--- config.mk ---
export PLATFORM = sky130hd
export DESIGN_NAME = lsfs_front
export DESIGN_NICKNAME = d
export VERILOG_FILES = /design/src/rtl/core/lsfs_pkg.sv /design/src/rtl/core/lsfs_front.sv
export SDC_FILE = /design/constraint.sdc
export NUM_CORES = 1
export LEC_CHECK = 0
export BUFFER_PORTS_ARGS = -buffer_cell sky130_fd_sc_hd__clkbuf_2
export CAP_MARGIN = 20
export CORE_UTILIZATION = 30
export CTS_CLUSTER_DIAMETER = 100
export CTS_CLUSTER_SIZE = 16
export DETAILED_ROUTE_END_ITERATION = 7
export PLACE_DENSITY = 0.81
export REMOVE_ABC_BUFFERS = 1
export SETUP_SLACK_MARGIN = 0.3
export SYNTH_ARGS = -nofsm -noshare
export SYNTH_HDL_FRONTEND = slang
export SYNTH_SLANG_ARGS = --single-unit
--- constraint.sdc ---
create_clock -name i_clk -period 2.4 [get_ports i_clk]
set_clock_uncertainty 0.1 [all_clocks]
set_input_delay 0.24 -clock i_clk [delete_from_list [all_inputs] [get_ports i_clk]]
set_output_delay 0.24 -clock i_clk [all_outputs]
set_load 0.1 [all_outputs]
--- src/rtl/core/lsfs_pkg.sv ---
// shared constants, payload types and codes for the led strip frame streamer
package lsfs_pkg;

    // image geometry
    localparam int POS_COUNT    = 64;
    localparam int FINS         = 2;
    localparam int LEDS_ON_FIN  = 6;
    localparam int LEDS_PER_POS = FINS * LEDS_ON_FIN;
    localparam int STORE_DEPTH  = POS_COUNT * LEDS_PER_POS;
    localparam int ADDR_W       = (STORE_DEPTH > 1) ? $clog2(STORE_DEPTH) : 1;
    localparam int LED_W        = (LEDS_PER_POS > 1) ? $clog2(LEDS_PER_POS) : 1;

    // frame layout
    localparam int          BORDER_BYTES = 4;
    localparam int          CNT_W        = $clog2(BORDER_BYTES);
    localparam logic [7:0]  BYTE_START   = 8'h00;
    localparam logic [7:0]  BYTE_END     = 8'hFF;
    localparam logic [7:0]  LED_HEADER   = 8'hE0;

    // command queue between front and back
    localparam int QUEUE_DEPTH = 2;
    localparam int QPTR_W      = (QUEUE_DEPTH > 1) ? $clog2(QUEUE_DEPTH) : 1;
    localparam int QCNT_W      = $clog2(QUEUE_DEPTH + 1);

    // register port
    localparam int          PADDR_W               = 3;
    localparam int          APB_DATA_W            = 32;
    localparam int          BRIGHT_W              = 5;
    localparam logic [4:0]  BRIGHT_RESET          = 5'd31;
    localparam logic [0:0]  REG_GLOBAL_BRIGHTNESS = 1'b0;

    typedef enum logic [0:0] {
        CMD_WRITE    = 1'b0,
        CMD_TRANSMIT = 1'b1
    } t_cmd;

    typedef struct packed {
        t_cmd       cmd;
        logic [5:0] pos_index;
        logic [0:0] fin_index;
        logic [2:0] led_index;
        logic [7:0] red;
        logic [7:0] green;
        logic [7:0] blue;
    } t_item;

    typedef struct packed {
        logic [7:0] tx_byte;
        logic [0:0] last_byte;
    } t_result;

    typedef struct packed {
        logic [BRIGHT_W-1:0] bright;
        logic [7:0]          red;
        logic [7:0]          green;
        logic [7:0]          blue;
    } t_led_entry;

    // classified job: store address, range flag and the entry to write
    typedef struct packed {
        t_cmd              cmd;
        logic              ok;
        logic [ADDR_W-1:0] addr;
        t_led_entry        entry;
    } t_job;

    typedef struct packed {
        logic empty;
        logic full;
    } t_queue_status;

    typedef enum logic [1:0] {
        ST_IDLE,
        ST_START,
        ST_LED,
        ST_END
    } t_back_state;

endpackage

--- src/rtl/core/lsfs_front.sv ---
// front end: register port, command acceptance and classification
module lsfs_front (
    input  logic                          i_clk,
    input  logic                          i_rst_n,
    input  logic                          psel,
    input  logic                          penable,
    input  logic                          pwrite,
    input  logic [lsfs_pkg::PADDR_W-1:0]  paddr,
    input  logic [lsfs_pkg::APB_DATA_W-1:0] pwdata,
    output logic [lsfs_pkg::APB_DATA_W-1:0] prdata,
    output logic                          pready,
    input  logic                          start,
    output logic                          busy,
    input  lsfs_pkg::t_item               i_item,
    input  lsfs_pkg::t_queue_status       i_status,
    output logic                          o_push,
    output lsfs_pkg::t_job                o_job
);
    import lsfs_pkg::*;

    logic [BRIGHT_W-1:0] r_bright;
    logic                reg_hit;
    logic                pos_ok;
    logic                wr_ok;
    logic [15:0]         addr_calc;

    assign pready  = 1'b1;
    assign reg_hit = (paddr[PADDR_W-1:2] == REG_GLOBAL_BRIGHTNESS);

    // brightness register write
    always_ff @(posedge i_clk) begin
        if (!i_rst_n) begin
            r_bright <= BRIGHT_RESET;
        end else if (psel && penable && pwrite && pready && reg_hit) begin
            r_bright <= pwdata[BRIGHT_W-1:0];
        end
    end

    // register read back
    assign prdata = reg_hit ? APB_DATA_W'(r_bright) : '0;

    // range checks and store address
    always_comb begin
        pos_ok = (16'(i_item.pos_index) < 16'(POS_COUNT));
        wr_ok  = pos_ok && (16'(i_item.fin_index) < 16'(FINS))
                 && (16'(i_item.led_index) < 16'(LEDS_ON_FIN));
        if (i_item.cmd == CMD_WRITE) begin
            addr_calc = 16'(i_item.pos_index) * 16'(LEDS_PER_POS)
                        + 16'(i_item.fin_index) * 16'(LEDS_ON_FIN)
                        + 16'(i_item.led_index);
        end else begin
            addr_calc = 16'(i_item.pos_index) * 16'(LEDS_PER_POS);
        end
    end

    // job for the queue; bad writes are dropped here
    always_comb begin
        o_job.cmd          = i_item.cmd;
        o_job.ok           = (i_item.cmd == CMD_WRITE) ? wr_ok : pos_ok;
        o_job.addr         = o_job.ok ? addr_calc[ADDR_W-1:0] : '0;
        o_job.entry.bright = r_bright;
        o_job.entry.red    = i_item.red;
        o_job.entry.green  = i_item.green;
        o_job.entry.blue   = i_item.blue;
    end

    assign busy   = i_status.full;
    assign o_push = start && !busy && ((i_item.cmd == CMD_TRANSMIT) || wr_ok);

endmodule

==> results <==
- The top cell type's share of synthesized area is 0.342.
- The count of fill cells added during filler insertion is 384.
- The smallest clock period supported by the final layout is computed as 2570 ps.
- Walking the worst path, the cells encountered are buf_8, buf_6, ha_4, inv_2, fa_2, or3_4, nor3_4, a31oi_1, nor3b_2, buf_12.
- The main flop type after synthesis is sky130_fd_sc_hd__dfxtp_1.
- The cell count after synthesis is 153.
- Timing would allow up to 389 MHz.
- The data arrival time of the worst path is 2230 ps.
- Including well taps, the total number of placed cells is 231.
- The total clock buffers created by CTS is 3.
- The total overflow left after global routing is 0.
- The share of the Yosys chip area taken by registers is 0.0846.
- The final layout contains 279 nets.
- The top-level I/O count is 154.
- Power spread over the standard cell area amounts to 694 mW/mm².
- The placed instances occupy a cell area of 0.00137 mm².
- The net switching power of the design is 655 µW.
- The clock tree from TritonCTS is built.
- The initial utilization of the core area, before any placement, comes to 0.319.
- The number of max-cap violations is 0.
- Broken down by cell family, the worst path's largest delay share belongs to simple AND/OR/NAND/NOR gates.
- The residual DRC count is 0.
- The initial antenna violation count is 0.
- The number of antenna diodes in the final layout is 0.
- The overall track demand over capacity in global routing is 0.135.
- The placeable core region is 0.00372 mm².
- Ranked by flip-flop count, first place goes to r_bright.
- The total of endpoints with negative setup slack in the final report is 7.
- After the first detailed-routing iteration, the DRC count stood at 25.
- Entering global routing, the biggest net connects 11 pins.
- By count the netlist is led by sky130_fd_sc_hd__buf_4 (54), sky130_fd_sc_hd__inv_1 (10), sky130_fd_sc_hd__nor2_1 (10).
- The required time at the endpoint of the critical path is 2060 ps.
- The cell area after technology mapping is 0.00118 mm².
- Across all setup checks in the final design, the least slack found is -171 ps.
- In this run the number of H-tree levels came out at 1.
- The area overhead of the layout relative to synthesis is 31.2%.
- The min-delay analysis places its worst path in the category input pin to flop.
- The critical path class is input pin to output port.
- In this run the remaining antenna-violating nets after routing total 0.
- The largest registers in the layout are r_bright (5).
- The number of port buffers is 47.
- The final core utilization is 0.418.
- In this run, synthesis inferred 0 flip-flops with an integrated enable.
- The most common cell in the netlist is sky130_fd_sc_hd__buf_4.
- In the final routed layout, each cell accounts on average for 12.4 µm.
- The die extent in y is 64.8 µm.
- The static power due to leakage is 0.785 nW.
- The die footprint is 0.00420 mm².
- The fraction of power spent switching nets is 0.608.
- The CTS clock-pin slew for the worst setup and hold paths is 40 ps.
- The final reports fail on setup timing.
- Counting flops with an async set or reset pin after synthesis yields a share of 0.
- The max-slew violation count is 0.
- The worst register-to-register path begins at r_bright[2].
- The wire length of the first global-routing pass is 4.30 mm.
- In the routed layout, each cell is associated on average with a via count of 4.53.
- The largest stage delay on the critical path is 430 ps.
- Measured against its own limit, the worst slew margin works out to 0.637.
- The post-layout instance count excluding filler cells is 236.
- The root buffer cell is sky130_fd_sc_hd__clkbuf_8.
- The total power of the final layout is 1.08 mW.
- The flip-flop count of the largest register after layout is 5.
- The type of destination of the critical path is an output port.
- The routed layout has 1069 vias.
- Of the cells placed in the final design, the portion with a size suffix greater than 1 is 0.479.
- The fraction of power consumed by the clock network is 0.146.
- The type of element launching the critical path is an input pin.
- The end point of the worst hold path is r_bright[3].
- The cell internal power dissipation is 422 µW.
- Dividing the final minimum period by the clock period gives 1.07.
- The critical path buffer and inverter count is 4.
- The slowest stage of the critical path is the sky130_fd_sc_hd__fa_2 cell.
- The worst hold path begins at pwdata[3].
- With fillers left out, the area of the finished cells amounts to 0.00155 mm².
- Setup repair after global routing could not meet its margin everywhere.
- The highest ir drop seen on vdd is 0.312 mV.
- The proportion of power drawn by flip-flops and latches is 0.081.
- By area the synthesized netlist is led by sky130_fd_sc_hd__buf_4 (34%), sky130_fd_sc_hd__ha_1 (9.5%), sky130_fd_sc_hd__dfxtp_1 (8.5%).
- The flow ran to the end, but the final reports show violations.
- The number of distinct standard cells referenced by the synthesized netlist is 37.
- The largest driver fanout on the critical path is 2.
- The terminus of the critical flop-to-flop path is r_bright[2].
- The hold violation total from the final report was 0.
- The clock net in this run drives a total of 5 sinks.
- The actual transition at the worst max-transition pin is 547 ps.
- The pre-antenna-repair detailed-routing pass consisted of 4 iterations.
- The placed wire-length estimate after detailed placement is 2.34 mm.
- Dividing the synthesized area by the synthesized cell count gives 7.74 µm².
- The clock latency on the worst-skew pair is 220 ps.
- The worst hold path passes through 3 cells.
- The number of global-route vias before repair is 996.
- The number of synthesized register bits is 5.
- The congestion estimate from routability-driven global placement came to 0.737.
- The Yosys warning count is 0.
- Across all register-to-register paths, the minimum setup slack is 1660 ps.
- The routed design has 2.93 mm of wire.
- The largest area contributor in the synthesized netlist is sky130_fd_sc_hd__buf_4.
- The number of standard-cell rows in the floorplan is 22.
- The number of cell instances on the worst register-to-register path is 2.
- The buffer depth of the longest clock path is 2.
- Measured along the x axis, the die boundary spans 64.8 µm.
- Of the total power, combinational logic draws 0.774.
worst reg2reg max path: stages, from the launching register on:
cell and delay, ps:
sky130_fd_sc_hd__dfxtp_1 310, sky130_fd_sc_hd__mux2i_1 140, sky130_fd_sc_hd__nand2_1 80
what timing repair did:
action / 4_1_cts / 5_1_grt
hold buffers: 0 / 0
buffers inserted: 0 / 1
setup endpoints to repair: 7 / 7
pin swaps: 14 / 16
resized for setup: 19 / 13
power groups by stage:
stage	sequential, mW	clock, mW	combinational, mW
after CTS	0.0868	0.162	0.820
after global routing	0.0870	0.169	0.868
final	0.0868	0.157	0.833
after detailed placement	0.0880	0	0.782
after floorplan	0.101	0	0.556
after global placement	0.0879	0	0.773
cell type report:
| type | instances | area (µm²) | area share |
|---|---|---|---|
| Inverter | 10 | 40.0 | 0.0258 |
| Multi-Input combinational cell | 109 | 831 | 0.535 |
| Clock buffer | 4 | 45.0 | 0.0290 |
| Tap cell | 48 | 60.1 | 0.0387 |
| Sequential cell | 5 | 100 | 0.0645 |
| Timing Repair Buffer | 60 | 477 | 0.307 |
cell usage in the layout, fill, tap and decap left out, types with 2 or more instances in the layout:
cell type                  synthesis  final
sky130_fd_sc_hd__clkbuf_8          0      3
sky130_fd_sc_hd__a21oi_2           0      3
sky130_fd_sc_hd__nor2_2            1      3
sky130_fd_sc_hd__ha_4              0      2
sky130_fd_sc_hd__o21ai_2           1      3
sky130_fd_sc_hd__nand4_1           2      2
sky130_fd_sc_hd__and2_1            2      2
sky130_fd_sc_hd__nor3_4            0      2
sky130_fd_sc_hd__xnor2_2           0      2
sky130_fd_sc_hd__nand3b_1          2      2
sky130_fd_sc_hd__nor2b_1           5      5
sky130_fd_sc_hd__conb_1            2     28
sky130_fd_sc_hd__mux2i_1           5      5
sky130_fd_sc_hd__nand2_1           8      7
sky130_fd_sc_hd__inv_1            10      8
sky130_fd_sc_hd__nand2_2           1      2
sky130_fd_sc_hd__ha_1              9      7
sky130_fd_sc_hd__buf_12            0      8
sky130_fd_sc_hd__fa_2              0      3
sky130_fd_sc_hd__clkbuf_2          0     37
sky130_fd_sc_hd__buf_4            54     11
sky130_fd_sc_hd__dfxtp_1           5      5
sky130_fd_sc_hd__a21oi_1           5      2
sky130_fd_sc_hd__buf_6             1      3
sky130_fd_sc_hd__nand2b_1          2      2
sky130_fd_sc_hd__nor2_1           10      8
stage by stage:
step	setup TNS, ps	hold WS [ps]	setup WS, ps
finish	-651	131	-171
global route	-1100	147	-233
CTS	-1100	126	-272
detailed placement	-1820	354	-436
global placement	-1500	352	-389
floorplan	-7810	202	-1180
worst max path at each step:
stage | start | to | slack [ps] | cells after the start
3_5_place_dp | i_item[26] | o_job[35] | -440 | 10
2_1_floorplan | i_item[26] | o_job[37] | -1180 | 7
6_report | i_item[28] | o_job[38] | -170 | 10
5_1_grt | i_item[28] | o_job[38] | -230 | 10
3_3_place_gp | i_item[26] | o_job[35] | -390 | 10
4_1_cts | i_item[28] | o_job[38] | -270 | 9
layer usage:
| layer | GRT usage | up-vias | routed length [µm] |
|---|---|---|---|
| met1 | 0.124 | 484 | 1020 |
| met4 | 0.0500 | 0 | 37 |
| met5 | 0.0556 | - | 0 |
| li1 | - | 490 | - |
| met3 | 0.0863 | 5 | 461 |
| met2 | 0.233 | 90 | 1420 |
cells by family after synthesis:
kind of cell | after synthesis | synth area share
buf+inv | 65 | 0.384
simple gates | 42 | 0.196
compound gates | 17 | 0.105
fa+ha+maj | 12 | 0.146
xor+xnor | 5 | 0.0370
mux | 5 | 0.0423
flops | 5 | 0.0846
other cells | 2 | 0.00634
(Power assumes the default switching activity.)
