File: src/rtl/core/lsfs_pkg.sv
// shared constants, payload types and codes for the led strip frame streamer
package lsfs_pkg;

    // image geometry
    localparam int POS_COUNT    = 64;
    localparam int FINS         = 2;
    localparam int LEDS_ON_FIN  = 6;
    localparam int LEDS_PER_POS = FINS * LEDS_ON_FIN;
    localparam int STORE_DEPTH  = POS_COUNT * LEDS_PER_POS;
    localparam int ADDR_W       = (STORE_DEPTH > 1) ? $clog2(STORE_DEPTH) : 1;
    localparam int LED_W        = (LEDS_PER_POS > 1) ? $clog2(LEDS_PER_POS) : 1;

    // frame layout
    localparam int          BORDER_BYTES = 4;
    localparam int          CNT_W        = $clog2(BORDER_BYTES);
    localparam logic [7:0]  BYTE_START   = 8'h00;
    localparam logic [7:0]  BYTE_END     = 8'hFF;
    localparam logic [7:0]  LED_HEADER   = 8'hE0;

    // command queue between front and back
    localparam int QUEUE_DEPTH = 2;
    localparam int QPTR_W      = (QUEUE_DEPTH > 1) ? $clog2(QUEUE_DEPTH) : 1;
    localparam int QCNT_W      = $clog2(QUEUE_DEPTH + 1);

    // register port
    localparam int          PADDR_W               = 3;
    localparam int          APB_DATA_W            = 32;
    localparam int          BRIGHT_W              = 5;
    localparam logic [4:0]  BRIGHT_RESET          = 5'd31;
    localparam logic [0:0]  REG_GLOBAL_BRIGHTNESS = 1'b0;

    typedef enum logic [0:0] {
        CMD_WRITE    = 1'b0,
        CMD_TRANSMIT = 1'b1
    } t_cmd;

    typedef struct packed {
        t_cmd       cmd;
        logic [5:0] pos_index;
        logic [0:0] fin_index;
        logic [2:0] led_index;
        logic [7:0] red;
        logic [7:0] green;
        logic [7:0] blue;
    } t_item;

    typedef struct packed {
        logic [7:0] tx_byte;
        logic [0:0] last_byte;
    } t_result;

    typedef struct packed {
        logic [BRIGHT_W-1:0] bright;
        logic [7:0]          red;
        logic [7:0]          green;
        logic [7:0]          blue;
    } t_led_entry;

    // classified job: store address, range flag and the entry to write
    typedef struct packed {
        t_cmd              cmd;
        logic              ok;
        logic [ADDR_W-1:0] addr;
        t_led_entry        entry;
    } t_job;

    typedef struct packed {
        logic empty;
        logic full;
    } t_queue_status;

    typedef enum logic [1:0] {
        ST_IDLE,
        ST_START,
        ST_LED,
        ST_END
    } t_back_state;

endpackage

File: src/rtl/core/lsfs_queue.sv
// short job queue between the front and back ends
module lsfs_queue (
    input  logic                    i_clk,
    input  logic                    i_rst_n,
    input  logic                    i_push,
    input  lsfs_pkg::t_job          i_job,
    input  logic                    i_pop,
    output lsfs_pkg::t_job          o_head,
    output lsfs_pkg::t_queue_status o_status
);
    import lsfs_pkg::*;

    t_job              r_slot [QUEUE_DEPTH];
    logic [QPTR_W-1:0] r_wr_ptr;
    logic [QPTR_W-1:0] r_rd_ptr;
    logic [QCNT_W-1:0] r_count;
    logic              do_push;
    logic              do_pop;

    assign o_status.empty = (r_count == '0);
    assign o_status.full  = (r_count == QCNT_W'(QUEUE_DEPTH));
    assign do_push        = i_push && !o_status.full;
    assign do_pop         = i_pop && !o_status.empty;
    assign o_head         = r_slot[r_rd_ptr];

    // payload slots
    always_ff @(posedge i_clk) begin
        if (do_push) begin
            r_slot[r_wr_ptr] <= i_job;
        end
    end

    // pointers and fill count
    always_ff @(posedge i_clk) begin
        if (!i_rst_n) begin
            r_wr_ptr <= '0;
            r_rd_ptr <= '0;
            r_count  <= '0;
        end else begin
            if (do_push) begin
                r_wr_ptr <= (r_wr_ptr == QPTR_W'(QUEUE_DEPTH - 1)) ? '0 : r_wr_ptr + 1'b1;
            end
            if (do_pop) begin
                r_rd_ptr <= (r_rd_ptr == QPTR_W'(QUEUE_DEPTH - 1)) ? '0 : r_rd_ptr + 1'b1;
            end
            if (do_push && !do_pop) begin
                r_count <= r_count + 1'b1;
            end else if (do_pop && !do_push) begin
                r_count <= r_count - 1'b1;
            end
        end
    end

endmodule

File: config.mk
export PLATFORM = sky130hd
export DESIGN_NAME = lsfs_queue
export DESIGN_NICKNAME = d
export VERILOG_FILES = /design/src/rtl/core/lsfs_pkg.sv /design/src/rtl/core/lsfs_queue.sv
export SDC_FILE = /design/constraint.sdc
export NUM_CORES = 1
export LEC_CHECK = 0
export BUFFER_PORTS_ARGS = -buffer_cell sky130_fd_sc_hd__buf_2
export CORE_MARGIN = 2
export CORE_UTILIZATION = 40
export CTS_CLUSTER_SIZE = 24
export DETAILED_ROUTE_END_ITERATION = 16
export GPL_TIMING_DRIVEN = 0
export PLACE_DENSITY = 0.7
export SYNTH_ARGS = -nofsm -noshare
export SYNTH_HDL_FRONTEND = slang
export SYNTH_SLANG_ARGS = --single-unit
export TNS_END_PERCENT = 30
File: constraint.sdc
create_clock -name i_clk -period 7 [get_ports i_clk]
set_input_delay 1.4 -clock i_clk [delete_from_list [all_inputs] [get_ports i_clk]]
set_output_delay 1.4 -clock i_clk [all_outputs]
set_load 0.01 [all_outputs]
==> results of run 1 <==
## worst max-delay path: stages (launching register included)
cell	delay (ns)
dfxtp_1	0.31
buf_2	0.14
buf_2	0.27
mux2_2	0.37
buf_2	0.14
## how the worst max path moves through the flow
stage | from | end | slack [ns] | depth (start not counted)
floorplan | i_push | r_slot[0][0] | 3.45 | 2
global placement | i_push | r_slot[0][6] | 2.38 | 3
detailed placement | i_push | r_slot[0][10] | 4.14 | 4
CTS | flop | o_head[31] | 3.99 | 4
global route | flop | o_head[1] | 3.92 | 4
finish | flop | o_head[21] | 4.04 | 4
## power breakdown
| group | switching, mW | internal, mW |
|---|---|---|
| combinational | 0.192 | 0.181 |
| sequential | 0.0207 | 0.653 |
| clock | 0.161 | 0.195 |
## final cells by class
class / count / area, um^2 / share of cell area, %
flip-flops and latches: 87 / 2560 / 64.0
multi-input cells: 59 / 596 / 14.9
repair buffers: 90 / 485 / 12.1
well taps: 102 / 128 / 3.19
clock buffers: 9 / 124 / 3.09
clock inverters: 5 / 75.1 / 1.88
plain buffers: 5 / 25.0 / 0.625
inverters: 2 / 7.51 / 0.188
## per-layer routing
layer / wire (um) / vias to the layer above
met5: 0 / -
met1: 2190 / 824
li1: - / 794
met4: 100 / 0
met2: 2830 / 52
met3: 291 / 9
## logic make-up (layout without fill, tap and decap cells)
group	Yosys count	count (layout)	share of synthesized area, %
compound gates	5	5	1.02
xor+xnor	3	3	0.826
fa+ha+maj	1	1	0.393
buf+inv	7	111	1.02
flops	87	87	80.5
mux	41	41	14.5
simple gates	9	9	1.73
## state kept, by name, summed over array words and instances (netlist names), named ones only
register	flops
r_count	2
r_rd_ptr	1
r_slot	82
r_wr_ptr	1
## cells in the final DEF, fill, tap and decap left out, types with 2 or more instances in the layout
master / count
xnor2_1: 2
dfxtp_1: 5
edfxtp_1: 82
and2_1: 3
clkinv_1: 2
nor2_1: 2
clkbuf_8: 9
buf_8: 2
mux2_2: 38
mux2_1: 3
bufinv_16: 2
buf_2: 92
## through the flow
| step | power [mW] | hold slack, ns |
|---|---|---|
| 3_3_place_gp | 1.05 | 0.502 |
| 5_1_grt | 1.48 | 0.595 |
| 4_1_cts | 1.43 | 0.544 |
| 6_report | 1.40 | 0.547 |
| 3_5_place_dp | 1.07 | 0.530 |
| 2_1_floorplan | 0.918 | 0.483 |
==> flow_summary.ini, run 1 <==
[synth]
syn-cell-area_um2 = 3180
async_reset_ff_share_pct = 0
synth_cell_types = 21
synth_nets = 199
yosysMostFrequentCell = edfxtp_1
synth_top_area_share_pct = 77.4
synth_warnings = 0
yosysSeqAreaShare_pct = 80.5
avgSynthCellArea_um2 = 20.8
ys_ff_latch = 87
synthFlopType = edfxtp_1
synth_edf_count = 82
synth_common_cells = 82 x edfxtp_1, 38 x mux2_2, 5 x buf_2, 5 x dfxtp_1
synth_largest_area_cell = edfxtp_1
syn_inst = 153
synth_area_leaders = edfxtp_1 77%, mux2_2 13%, dfxtp_1 3.1%

[setup_path]
start_kind = flop
path_max_fanout = 10
r2r-start = r_count[0]
required_ns = 5.60
r2r_cells = 4
regToRegSetupSlack_ns = 5.15
critPathKind = flop to output port
end_kind = output port
regToRegEndpoint = r_slot[0][9]
cp_data_arrival_time_ns = 1.56

[min_path]
holdPathEnd = r_count[1]
hold_class = flop to flop
hp-start = r_count[1]
whs_path_depth = 2

[place]
dpl.cell_count = 345
place_congestion = 0.661
hpwl_um = 3620
dp_slack_ns = 4.14
numPortBuffers = 87
dpl_cell_area_um2 = 3800

[detailed_routing]
drt_wl_total_um = 5410
remaining_drc_errors = 0
dr.first_iter.drc_count = 35
ant_nets = 0
vias_per_cell = 4.68
routedWlPerCell_um = 15.1
vias = 1679
drt_first_pass_iters = 4

[sta]
period_share_pct = 42.3
maxSlewHeadroom_pct = 49.6
rsz0062_at_grt = false
finalSetupTns_ns = 0
worstMarginPinSlew_ns = 0.754
slew_violations = 0
setup_ws_ns = 4.04
hold_viol_final = 0
final.min_clock_period_ns = 2.96
setup_viol = 0
fmaxAchievable_ghz = 0.337
finalClockSkew_ns = 0.00571

[cts]
post-cts-setup-buffers = 0
clk_latency_ns = 0.34
cts_tree = yes
cts.sinks = 87
cts_root_buffer = clkbuf_8
postCtsHoldBufs = 0
cts-buffers-inserted = 9
postCtsResizedCells = 0
clk_path_buf_depth = 2
h-tree-depth = 3
cts.clk_slew.worst_paths_ns = 0.07

[finish]
num_antenna_cells = 0
syn2layout_area_growth_pct = 25.7
final_net_count = 300
design_area_um2 = 4000
drive_gt1_share_pct = 57.6
n_fill_cell = 664
finish.utilization_pct = 51.8
final_cells = 359

[floorplanning]
die_h_um = 93.2
start_util_pct = 41.2
placementRows = 32
dieArea_um2 = 8690
die_w_um = 93.2
core_um2 = 7730
ios = 88

[grt]
top_usage_layer = met2
overflow = 0
use_met1_pct = 14.7
antenna_found_initial = 0
grt_use_total_pct = 13.0
grtUsageMet2_pct = 22.6
grt_pass1_vias = 1775
grt_pass1_wl_um = 8280
grt_max_degree = 27
use_met3_pct = 3.22

[status]
status = finished, final reports clean

[power_and_ir_drop]
peakVddDrop_mv = 0.223
p_leak_nw = 1.51
power.density_nw_per_um2 = 351

[run]
drv_cap = 0
Note: power is estimated with default switching activity, not from simulation.
==> run 2: changes to the inputs <==
- ABC_AREA: unset -> 1
- PLACE_DENSITY: 0.7 -> 0.69
- clock period: 7 -> 3 ns (I/O delays scaled with it)
==> flow_summary.ini, run 2 <==
[finish]
drive_gt1_share_pct = 56.5
final_net_count = 312
top_regs = r_slot (82), r_count (2)
final_common_cell = buf_2
syn2layout_area_growth_pct = 25.1
largest_register_ffs = 82
max_flop_register = r_slot
final_cell_mix = 87 x buf_2, 82 x edfxtp_1, 40 x mux2_4
num_antenna_cells = 0

[floorplanning]
dieArea_um2 = 9280
die_h_um = 96.3
start_util_pct = 41.3
die_w_um = 96.3
placementRows = 33
core_um2 = 8260
ios = 88

[synth]
synth_common_cells = 82 x edfxtp_1, 40 x mux2_4, 11 x nor2_1
ys_ff_latch = 87
synth_edf_count = 82
synth_area_leaders = edfxtp_1 72%, mux2_4 18%, dfxtp_1 2.9%
synth_warnings = 0
syn-cell-area_um2 = 3410
avgSynthCellArea_um2 = 20.5
synthFlopType = edfxtp_1
synth_nets = 212
synth_top_area_share_pct = 72.2
yosysMostFrequentCell = edfxtp_1
yosysSeqAreaShare_pct = 75.1
synth_cell_types = 15
async_reset_ff_share_pct = 0
synth_largest_area_cell = edfxtp_1
syn_inst = 166

[place]
hpwl_um = 3660
numPortBuffers = 87
place_congestion = 0.624

[sta]
rsz0062_at_grt = false
slew_violations = 0
setup_viol = 0
final.min_clock_period_ns = 2.03
hold_viol_final = 0
period_share_pct = 67.7
worstMarginPinSlew_ns = 0.682
fmaxAchievable_ghz = 0.493
hold_slack_ns = 0.432
finalClockSkew_ns = 0.00786
finalSetupTns_ns = 0
maxSlewHeadroom_pct = 54.4

[setup_path]
r2r-start = r_count[0]
regToRegSetupSlack_ns = 1.33
cp_data_arrival_time_ns = 1.43
path_max_fanout = 10
required_ns = 2.40
end_kind = output port
start_kind = flop
r2r_cells = 3
critPathKind = flop to output port
regToRegEndpoint = r_slot[1][10]

[cts]
post-cts-setup-buffers = 0
h-tree-depth = 3
postCtsHoldBufs = 0
cts_tree = yes
cts_root_buffer = clkbuf_8
clk_latency_ns = 0.35
cts.clk_slew.worst_paths_ns = 0.08
postCtsResizedCells = 0
cts.sinks = 87
clk_path_buf_depth = 2
cts-buffers-inserted = 9

[detailed_routing]
remaining_drc_errors = 0
vias = 1713
drt_wl_total_um = 5290
drt_first_pass_iters = 4
ant_nets = 0
vias_per_cell = 4.56
dr.first_iter.drc_count = 29
routedWlPerCell_um = 14.1

[min_path]
holdPathEnd = r_slot[0][19]
whs_path_depth = 1
hp-start = i_job[19]
hold_class = input port to flop

[grt]
grt_use_total_pct = 11.9
overflow = 0
grt_pass1_wl_um = 7820
grt_pass1_vias = 1695
antenna_found_initial = 0
grt_max_degree = 22

[status]
status = finished, final reports clean

[power_and_ir_drop]
peakVddDrop_mv = 0.395
p_leak_nw = 1.70
power.density_nw_per_um2 = 804

[run]
drv_cap = 0
## run 2: cell types whose count changed after synthesis, moves of 2 or more
cell	before	now
mux2_4	0	40
mux2_1	3	0
xnor2_1	2	0
mux2_2	38	1
nand2_1	0	6
buf_12	0	4
and2_1	3	0
nor2_1	2	11
inv_1	1	9
buf_2	5	0
## run 2: per-layer routing
layer	up-vias	GRT usage (%)	routed length, um
met3	9	3.68	288
met1	828	13.9	2150
met5	-	0	0
met4	0	7.04	109
met2	53	19.3	2750
li1	823	-	-
## run 2: how the worst max path moves through the flow
stage	startpoint	endpoint	slack, ns	depth (start not counted)
2_1_floorplan	i_push	r_slot[1][0]	0.17	2
3_3_place_gp	i_push	r_slot[1][12]	-0.99	3
3_5_place_dp	i_push	r_slot[1][10]	1.05	4
4_1_cts	flop	o_head[1]	0.93	4
5_1_grt	flop	o_head[3]	0.90	4
6_report	flop	o_head[20]	0.97	4
## run 2: area by class of cell
| cell class | instances | area, um^2 |
|---|---|---|
| fillers | 698 | 3990 |
| flip-flops and latches | 87 | 2560 |
| multi-input cells | 65 | 738 |
| repair buffers | 89 | 490 |
| well taps | 105 | 131 |
| clock buffers | 9 | 124 |
| clock inverters | 7 | 96.3 |
| plain buffers | 5 | 91.3 |
| inverters | 9 | 33.8 |
## run 2: power by group
group,internal (mW),switching (mW)
sequential,1.53,0.0531
combinational,0.513,0.465
clock,0.470,0.399
## run 2: logic make-up (layout without fill, tap and decap cells)
kind of cell / Yosys count / after routing / synth area share, %
adder cells (fa/ha/maj): 1 / 1 / 0.367
flip-flops: 87 / 87 / 75.1
multiplexers: 41 / 41 / 17.9
AO/OA/AOI/OAI: 4 / 4 / 0.697
AND/OR/NAND/NOR: 19 / 19 / 2.20
buffers and inverters: 14 / 119 / 3.67
## run 2: metrics by stage
| stage | power (mW) | area (um^2) | util [%] | setup WS [ns] | cells |
|---|---|---|---|---|---|
| 6_report | 3.43 | 4270 | 51.7 | 0.970 | 376 |
| 5_1_grt | 3.62 | 4270 | 51.7 | 0.897 | 376 |
| 4_1_cts | 3.49 | 4270 | 51.7 | 0.927 | 376 |
| 3_5_place_dp | 2.61 | 4050 | 49.0 | 1.05 | 360 |
| 3_3_place_gp | 2.56 | 3980 | 48.2 | -0.990 | 358 |
| 2_1_floorplan | 2.28 | 3410 | - | 0.168 | 166 |
## run 2: critical path, cell delays in order (launching register included)
cell,delay (ns)
dfxtp_1,0.33
buf_6,0.15
buf_12,0.16
mux2_4,0.30
buf_2,0.14
